--- config.mk ---
export PLATFORM = sky130hd
export DESIGN_NAME = msb_first_bit_packer
export DESIGN_NICKNAME = d
export VERILOG_FILES = /design/src/rtl/core/bpk_pkg.sv /design/src/rtl/core/msb_first_bit_packer.sv /design/src/rtl/core/bpk_front.sv /design/src/rtl/core/bpk_back.sv /design/src/rtl/core/bpk_result_queue.sv
export SDC_FILE = /design/constraint.sdc
export NUM_CORES = 1
export LEC_CHECK = 0
export BUFFER_PORTS_ARGS = -buffer_cell sky130_fd_sc_hd__buf_4
export CELL_PAD_IN_SITES_DETAIL_PLACEMENT = 1
export CELL_PAD_IN_SITES_GLOBAL_PLACEMENT = 1
export CORE_MARGIN = 8
export CORE_UTILIZATION = 54
export DETAILED_ROUTE_END_ITERATION = 10
export GPL_ROUTABILITY_DRIVEN = 0
export PLACE_DENSITY = 0.91
export SLEW_MARGIN = 20
export SYNTH_ARGS = -nofsm -noshare
export SYNTH_HDL_FRONTEND = slang
export SYNTH_SLANG_ARGS = --single-unit
--- constraint.sdc ---
create_clock -name clk -period 8.6 [get_ports clk]
set_input_delay 0.86 -clock clk [delete_from_list [all_inputs] [get_ports clk]]
set_output_delay 0.86 -clock clk [all_outputs]
set_load 0.05 [all_outputs]
--- src/rtl/core/bpk_pkg.sv ---
// Package for the MSB-first bit packer: shared types, queue sizes and codes.
// Used by bpk_front, bpk_back, bpk_result_queue and msb_first_bit_packer.
// Depends on nothing.
package bpk_pkg;

    // byte geometry
    localparam int BYTE_W    = 8;
    localparam int BITCNT_W  = 4;   // holds 0..8
    localparam int PEND_W    = 3;   // pending bit count, 0..7
    localparam int SUM_W     = 5;   // start_bit + bit_count, 0..30

    // queue sizes (powers of two, pointers wrap naturally)
    localparam int CMD_DEPTH = 2;
    localparam int CMD_PTR_W = $clog2(CMD_DEPTH);
    localparam int CMD_CNT_W = $clog2(CMD_DEPTH + 1);
    localparam int RES_DEPTH = 4;
    localparam int RES_PTR_W = $clog2(RES_DEPTH);
    localparam int RES_CNT_W = $clog2(RES_DEPTH + 1);

    // number of results the back end may write in one cycle
    localparam int RES_PER_CMD = 2;

    localparam logic [BITCNT_W-1:0] FULL_BYTE_BITS = 4'd8;
    localparam logic [BYTE_W-1:0]   BYTE_MASK      = 8'hFF;

    // classified request passed from front to back
    typedef struct packed {
        logic                range_err;
        logic [BYTE_W-1:0]   field;      // right-aligned field bits
        logic [BITCNT_W-1:0] count;
        logic                eos;
    } cmd_t;

    // one result item
    typedef struct packed {
        logic [BYTE_W-1:0]   out_byte;
        logic [BITCNT_W-1:0] valid_bits;
        logic                stream_end;
        logic                range_error;
    } result_t;

    // handshake bundle from back end to result queue
    typedef struct packed {
        logic [1:0] push_cnt;   // 0, 1 or 2 results this cycle
        result_t    res0;
        result_t    res1;
    } res_push_t;

endpackage

--- src/rtl/core/msb_first_bit_packer.sv ---
// MSB-first bit packer, top level. An accepted request waits in the command queue; the back
// end merges it and writes its results to the result queue, which drives the ports. One
// request per cycle while the result queue has room; a request yielding two results takes
// two pops of the single-pop queue. Reset (rst_n, asynchronous, active low) empties both queues
// and clears the pending partial byte. Depends on bpk_pkg, bpk_front, bpk_back, bpk_result_queue.
module msb_first_bit_packer
(
    input  logic                           clk,
    input  logic                           rst_n,
    input  logic                           push,
    output logic                           full,
    input  logic [bpk_pkg::BYTE_W-1:0]     src_byte,
    input  logic [bpk_pkg::BITCNT_W-1:0]   start_bit,
    input  logic [bpk_pkg::BITCNT_W-1:0]   bit_count,
    input  logic                           end_of_stream,
    output logic                           empty,
    input  logic                           pop,
    output logic [bpk_pkg::BYTE_W-1:0]     out_byte,
    output logic [bpk_pkg::BITCNT_W-1:0]   valid_bits,
    output logic                           stream_end,
    output logic                           range_error
);

    logic                  cmd_valid;
    logic                  cmd_take;
    bpk_pkg::cmd_t         cmd;
    logic                  res_room;
    bpk_pkg::res_push_t    res_push;
    bpk_pkg::result_t      head;

    // classify requests and queue them
    bpk_front u_front
    (
        .clk           (clk),
        .rst_n         (rst_n),
        .push          (push),
        .full          (full),
        .src_byte      (src_byte),
        .start_bit     (start_bit),
        .bit_count     (bit_count),
        .end_of_stream (end_of_stream),
        .cmd_valid     (cmd_valid),
        .cmd           (cmd),
        .cmd_take      (cmd_take)
    );

    // pack into bytes
    bpk_back u_back
    (
        .clk       (clk),
        .rst_n     (rst_n),
        .cmd_valid (cmd_valid),
        .cmd       (cmd),
        .cmd_take  (cmd_take),
        .res_room  (res_room),
        .res_push  (res_push)
    );

    // buffer results towards the consumer
    bpk_result_queue u_res_q
    (
        .clk      (clk),
        .rst_n    (rst_n),
        .res_push (res_push),
        .res_room (res_room),
        .empty    (empty),
        .pop      (pop),
        .head     (head)
    );

    assign out_byte    = head.out_byte;
    assign valid_bits  = head.valid_bits;
    assign stream_end  = head.stream_end;
    assign range_error = head.range_error;

endmodule

--- src/rtl/core/bpk_front.sv ---
// Front end of the bit packer: range check and field extraction, then a
// short command queue towards the back end. Depends on bpk_pkg.
module bpk_front
(
    input  logic                           clk,
    input  logic                           rst_n,
    input  logic                           push,
    output logic                           full,
    input  logic [bpk_pkg::BYTE_W-1:0]     src_byte,
    input  logic [bpk_pkg::BITCNT_W-1:0]   start_bit,
    input  logic [bpk_pkg::BITCNT_W-1:0]   bit_count,
    input  logic                           end_of_stream,
    output logic                           cmd_valid,
    output bpk_pkg::cmd_t                  cmd,
    input  logic                           cmd_take
);

    bpk_pkg::cmd_t                     cmd_mem_reg [bpk_pkg::CMD_DEPTH];
    logic [bpk_pkg::CMD_PTR_W-1:0]     wr_ptr_reg, wr_ptr_next;
    logic [bpk_pkg::CMD_PTR_W-1:0]     rd_ptr_reg, rd_ptr_next;
    logic [bpk_pkg::CMD_CNT_W-1:0]     cnt_reg, cnt_next;

    logic [bpk_pkg::SUM_W-1:0]         bit_sum;
    logic [bpk_pkg::BITCNT_W-1:0]      shamt;
    logic [bpk_pkg::BYTE_W:0]          mask_wide;
    bpk_pkg::cmd_t                     new_cmd;
    logic                              do_push;
    logic                              do_pop;

    // classify the request: out-of-byte field or right-aligned field bits
    always_comb
    begin
        bit_sum   = bpk_pkg::SUM_W'(start_bit) + bpk_pkg::SUM_W'(bit_count);
        shamt     = bpk_pkg::BITCNT_W'(bpk_pkg::SUM_W'(bpk_pkg::BYTE_W) - bit_sum);
        mask_wide = ((bpk_pkg::BYTE_W+1)'(1) << bit_count) - (bpk_pkg::BYTE_W+1)'(1);
        new_cmd.range_err = (bit_sum > bpk_pkg::SUM_W'(bpk_pkg::BYTE_W));
        new_cmd.count     = bit_count;
        new_cmd.eos       = end_of_stream;
        if (new_cmd.range_err)
        begin
            new_cmd.field = '0;
        end
        else
        begin
            new_cmd.field = (src_byte >> shamt) & mask_wide[bpk_pkg::BYTE_W-1:0];
        end
    end

    // queue control
    assign full      = (cnt_reg == bpk_pkg::CMD_CNT_W'(bpk_pkg::CMD_DEPTH));
    assign cmd_valid = (cnt_reg != '0);
    assign cmd       = cmd_mem_reg[rd_ptr_reg];
    assign do_push   = push && !full;
    assign do_pop    = cmd_take && cmd_valid;

    always_comb
    begin
        wr_ptr_next = do_push ? wr_ptr_reg + 1'b1 : wr_ptr_reg;
        rd_ptr_next = do_pop  ? rd_ptr_reg + 1'b1 : rd_ptr_reg;
        cnt_next    = cnt_reg + bpk_pkg::CMD_CNT_W'(do_push)
                              - bpk_pkg::CMD_CNT_W'(do_pop);
    end

    always_ff @(posedge clk or negedge rst_n)
    begin
        if (!rst_n)
        begin
            wr_ptr_reg <= '0;
            rd_ptr_reg <= '0;
            cnt_reg    <= '0;
        end
        else
        begin
            wr_ptr_reg <= wr_ptr_next;
            rd_ptr_reg <= rd_ptr_next;
            cnt_reg    <= cnt_next;
        end
    end

    // command storage, no reset needed
    always_ff @(posedge clk)
    begin
        if (do_push)
        begin
            cmd_mem_reg[wr_ptr_reg] <= new_cmd;
        end
    end

endmodule

--- src/rtl/core/bpk_back.sv ---
// Back end of the bit packer: holds the pending partial byte, merges each
// command into it and produces up to two results. Depends on bpk_pkg.
module bpk_back
(
    input  logic                 clk,
    input  logic                 rst_n,
    input  logic                 cmd_valid,
    input  bpk_pkg::cmd_t        cmd,
    output logic                 cmd_take,
    input  logic                 res_room,
    output bpk_pkg::res_push_t   res_push
);

    logic [bpk_pkg::BYTE_W-1:0]    pend_byte_reg, pend_byte_next;
    logic [bpk_pkg::PEND_W-1:0]    pend_bits_reg, pend_bits_next;

    logic [bpk_pkg::BITCNT_W-1:0]  total;
    logic [bpk_pkg::SUM_W-1:0]     place;
    logic [2*bpk_pkg::BYTE_W-1:0]  acc;
    logic [bpk_pkg::PEND_W-1:0]    rem;
    logic                          full_out;
    logic                          flush_out;
    logic [bpk_pkg::BYTE_W-1:0]    merged;
    bpk_pkg::result_t              full_res;
    bpk_pkg::result_t              flush_res;
    bpk_pkg::result_t              err_res;

    assign cmd_take = cmd_valid && res_room;

    // merge the field below the pending bits in a 16-bit window
    always_comb
    begin
        total = bpk_pkg::BITCNT_W'(pend_bits_reg) + cmd.count;
        place = bpk_pkg::SUM_W'(2*bpk_pkg::BYTE_W) - bpk_pkg::SUM_W'(total);
        acc   = {pend_byte_reg, bpk_pkg::BYTE_W'(0)}
              | ((2*bpk_pkg::BYTE_W)'(cmd.field) << place);
        full_out  = (total >= bpk_pkg::FULL_BYTE_BITS);
        rem       = total[bpk_pkg::PEND_W-1:0];
        merged    = full_out ? acc[bpk_pkg::BYTE_W-1:0]
                             : acc[2*bpk_pkg::BYTE_W-1:bpk_pkg::BYTE_W];
        flush_out = cmd.eos && (rem != '0);
    end

    // candidate results
    always_comb
    begin
        full_res.out_byte    = acc[2*bpk_pkg::BYTE_W-1:bpk_pkg::BYTE_W];
        full_res.valid_bits  = bpk_pkg::FULL_BYTE_BITS;
        full_res.stream_end  = cmd.eos && (rem == '0);
        full_res.range_error = 1'b0;

        flush_res.out_byte    = merged;
        flush_res.valid_bits  = bpk_pkg::BITCNT_W'(rem);
        flush_res.stream_end  = 1'b1;
        flush_res.range_error = 1'b0;

        err_res.out_byte    = '0;
        err_res.valid_bits  = '0;
        err_res.stream_end  = 1'b0;
        err_res.range_error = 1'b1;
    end

    // results in order, and next pending state
    always_comb
    begin
        res_push.push_cnt = 2'd0;
        res_push.res0     = full_res;
        res_push.res1     = flush_res;
        pend_byte_next    = pend_byte_reg;
        pend_bits_next    = pend_bits_reg;
        if (cmd_take)
        begin
            if (cmd.range_err)
            begin
                res_push.push_cnt = 2'd1;
                res_push.res0     = err_res;
            end
            else
            begin
                if (flush_out)
                begin
                    pend_byte_next = '0;
                    pend_bits_next = '0;
                end
                else
                begin
                    pend_byte_next = merged;
                    pend_bits_next = rem;
                end
                if (full_out && flush_out)
                begin
                    res_push.push_cnt = 2'd2;
                end
                else if (full_out)
                begin
                    res_push.push_cnt = 2'd1;
                end
                else if (flush_out)
                begin
                    res_push.push_cnt = 2'd1;
                    res_push.res0     = flush_res;
                end
            end
        end
    end

    always_ff @(posedge clk or negedge rst_n)
    begin
        if (!rst_n)
        begin
            pend_byte_reg <= '0;
            pend_bits_reg <= '0;
        end
        else
        begin
            pend_byte_reg <= pend_byte_next;
            pend_bits_reg <= pend_bits_next;
        end
    end

endmodule

--- src/rtl/core/bpk_result_queue.sv ---
// Result queue of the bit packer: takes up to two results a cycle from the
// back end, hands out one a cycle. Depends on bpk_pkg.
module bpk_result_queue
(
    input  logic                 clk,
    input  logic                 rst_n,
    input  bpk_pkg::res_push_t   res_push,
    output logic                 res_room,
    output logic                 empty,
    input  logic                 pop,
    output bpk_pkg::result_t     head
);

    bpk_pkg::result_t                  res_mem_reg [bpk_pkg::RES_DEPTH];
    logic [bpk_pkg::RES_PTR_W-1:0]     wr_ptr_reg, wr_ptr_next;
    logic [bpk_pkg::RES_PTR_W-1:0]     rd_ptr_reg, rd_ptr_next;
    logic [bpk_pkg::RES_CNT_W-1:0]     cnt_reg, cnt_next;
    logic [bpk_pkg::RES_PTR_W-1:0]     wr_ptr_plus1;
    logic                              do_pop;

    // room for a worst-case command, judged on the current fill alone
    assign res_room = (cnt_reg <= bpk_pkg::RES_CNT_W'(bpk_pkg::RES_DEPTH
                                                      - bpk_pkg::RES_PER_CMD));
    assign empty    = (cnt_reg == '0);
    assign head     = res_mem_reg[rd_ptr_reg];
    assign do_pop   = pop && !empty;
    assign wr_ptr_plus1 = wr_ptr_reg + 1'b1;

    always_comb
    begin
        wr_ptr_next = wr_ptr_reg + bpk_pkg::RES_PTR_W'(res_push.push_cnt);
        rd_ptr_next = do_pop ? rd_ptr_reg + 1'b1 : rd_ptr_reg;
        cnt_next    = cnt_reg + bpk_pkg::RES_CNT_W'(res_push.push_cnt)
                              - bpk_pkg::RES_CNT_W'(do_pop);
    end

    always_ff @(posedge clk or negedge rst_n)
    begin
        if (!rst_n)
        begin
            wr_ptr_reg <= '0;
            rd_ptr_reg <= '0;
            cnt_reg    <= '0;
        end
        else
        begin
            wr_ptr_reg <= wr_ptr_next;
            rd_ptr_reg <= rd_ptr_next;
            cnt_reg    <= cnt_next;
        end
    end

    // result storage, first and second slot of this cycle's write
    always_ff @(posedge clk)
    begin
        if (res_push.push_cnt != 2'd0)
        begin
            res_mem_reg[wr_ptr_reg] <= res_push.res0;
        end
        if (res_push.push_cnt == 2'd2)
        begin
            res_mem_reg[wr_ptr_plus1] <= res_push.res1;
        end
    end

endmodule
==> results.md <==
- Total Neg Setup Slack: 0 ns
- Setup Viol. Count Final: 0
- Slew @ Worst Pin: around 1.1 ns
- Post-Syn Nets: 563
- Post-synthesis sequential area ratio: 0.4846
- Routed via count: 4731
- CTS tree: built
- Slew margin rel.: 0.2463
- Remaining antenna violation count: 0
- Period minus WS final: a little over 6 ns
- Max-slew violations: 0
- CTS resizes: 0
- RSZ-0062 raised after global routing: no
- Mean Syn Cell Area: ~12 um2
- I/O pin total: 37
- Starting DRT DRC Count: 370
- Syn Std Cell Area: between 6000 and 7000 um2
- Cts hold-fix bufs: 0
- FF-to-FF setup slack: 2.56 ns
- DP Wirelength: 13110 um
- I/O Buffers: 36
- Initial core utilization: 0.5572
- Synth Flop Type: edfxtp_1
- Std cell rows: 38
- Chip Height: ~120 um
- DRC: 0
- CP arrival: ~6.0 ns
- Post-synth top area share: 0.3548
- Largest cells by area after synthesis: edfxtp_1 35%, dfrtp_1 9.0%, mux4_2 7.8%, dfxtp_1 3.9%, ha_1 3.9%
- Cts bufs inserted: 9
- Die ar.: 14940 um2
- Routed wire length: between 15000 and 20000 um
- GRT Total Usage: 0.2474
- Status: completed
- Worst R2R Path Depth: 13
- Number of warning messages in the yosys log: 0
- Most numerous cell in the Yosys netlist: edfxtp_1
- Clock sink total: approximately 110
- Post-synth EDFFs: just over 70
- Min-delay worst type: input port to asynchronous set/reset pin
- Vias in the first global route: between 5000 and 6000
- Core Box Area: between 10000 and 15000 um2
- Clk_skew: 0.01501 ns
- Fmax: roughly 170 MHz
- Cell taking the most area after synthesis: edfxtp_1
- Post-route clock period utilization: 0.7019
- Final Net Count: roughly 600
- Final Hold Viols: 0
- Max_cap viols: 0
- Grt ovf: 0
- WP data required: around 8.6 ns
- Root Buffer Master: clkbuf_16
- Synth cell types: between 60 and 70
- Diodes inserted: 0
- Clk_lat worst skew: 0.36 ns
- Filler cells: about 1100
- Commonest cells in the netlist: 72 x edfxtp_1, 37 x o22ai_1, 36 x nand2_1
- Worst r2r src: u_front.rd_ptr_reg
- Crit path capture type: register
- R2r endpoint: u_res_q.res_mem_reg[3][8]
- First-pass DRT Iterations: 5
- Setup Buffers After CTS: 0
- Drt wl/cell: ~26 um
- Clock buffer depth: 2
- Area delta synth->final: 10.12%
- Reg clk slew, reported paths: 0.07 ns
- Largest net degree at the start of global routing: 23
- Number of synthesized register bits: 106
- Post-synthesis async set-or-reset flop share: 0.2075
- H-tree depth: 3
- Routed vias/inst: 6.866
- Fraction of layout cells with a size suffix above 1: 0.1858
- Die width: approximately 120 um
- Gate Count Post-Synth: 520
- CP Max Fanout: 17
- Worst setup SP type: register
- CP Class: register to register
- First-pass GRT wire length: approximately 28000 um
- Max reg flops: 56
- Initial antenna violation count: 0
==> per-layer routing <==
layer / vias up / share of wire / global-route usage / wire (um)
met3: 62 / 0.059 / 0.04961 / 1048
met5: - / 0 / 0 / 0
met1: 2378 / 0.39 / 0.2847 / 6892
met4: 0 / 0.040 / 0.1295 / 705
li1: 2068 / - / - / -
met2: 223 / 0.51 / 0.4298 / 9125
==> stage by stage <==
stage	utilization	cells	worst slack (ns)	cell area [um2]	hold WS, ns
after global placement	0.5880	673	3.187	6430	0.4624
after CTS	0.6128	689	2.746	6701	0.3946
after detailed placement	0.5880	673	2.779	6430	0.4672
after floorplan	-	520	4.046	6093	0.4198
final	0.6136	689	2.563	6710	0.3898
after global routing	0.6136	689	2.220	6710	0.4166
==> how the worst max path moves through the flow <==
stage,startpoint,to,slack (ns),cells after the start
final,u_front.rd_ptr_reg,u_res_q.res_mem_reg[3][8],2.56,13
after detailed placement,u_front.rd_ptr_reg,u_res_q.res_mem_reg[3][8],2.78,13
after CTS,u_front.rd_ptr_reg,u_res_q.res_mem_reg[3][8],2.75,13
after global routing,u_front.rd_ptr_reg,u_res_q.res_mem_reg[3][8],2.22,13
after floorplan,u_front.rd_ptr_reg,u_res_q.res_mem_reg[0][10],4.05,17
after global placement,u_front.rd_ptr_reg,u_res_q.res_mem_reg[3][11],3.19,13
==> cell usage in the layout (no fill, tap or decap), types with 5 or more instances in the layout <==
master	instances
nor3_1	11
and2_1	6
dfrtp_1	22
a21oi_1	20
inv_1	21
o21ai_0	15
clkbuf_16	9
nand2_1	36
nor2b_1	10
o22ai_1	37
nand3_1	10
a22o_1	6
dfxtp_1	12
xnor2_1	13
and3_1	7
mux2i_1	14
nor3b_1	5
edfxtp_1	72
a2bb2oi_1	6
mux4_2	21
ha_1	19
o21a_1	9
buf_4	36
mux2_2	6
a21o_1	6
a211oi_1	9
nor2_1	28
==> layout make-up <==
class / instances / area, um2 / share of cell area
Clock buffer: 10 / 229.0 / 0.03412
Clock inverter: 6 / 42.54 / 0.006340
Inverter: 25 / 98.84 / 0.01473
Multi-Input combinational cell: 366 / 2942 / 0.4384
Sequential cell: 106 / 2953 / 0.4401
Tap cell: 140 / 175.2 / 0.02610
Timing Repair Buffer: 36 / 270.3 / 0.04028
==> cell families after synthesis <==
family,share of synthesized area
compound gates,0.1725
simple gates,0.1203
flops,0.4846
buf+inv,0.03409
mux,0.1140
fa+ha+maj,0.04887
xor+xnor,0.02567
==> critical path: stages (launching register included) <==
cell	delay (ns)
dfrtp_1	0.94
mux2_2	0.44
ha_1	0.63
clkinv_1	0.38
ha_1	0.40
ha_1	0.25
or2_2	0.36
clkinv_1	0.20
ha_1	0.26
inv_1	0.13
nor2_1	0.33
nand3_1	0.49
and2_1	0.44
inv_1	0.43
Power is not shown: default switching activity piles up to over one toggle a cycle in this logic, so the estimate is an artifact.
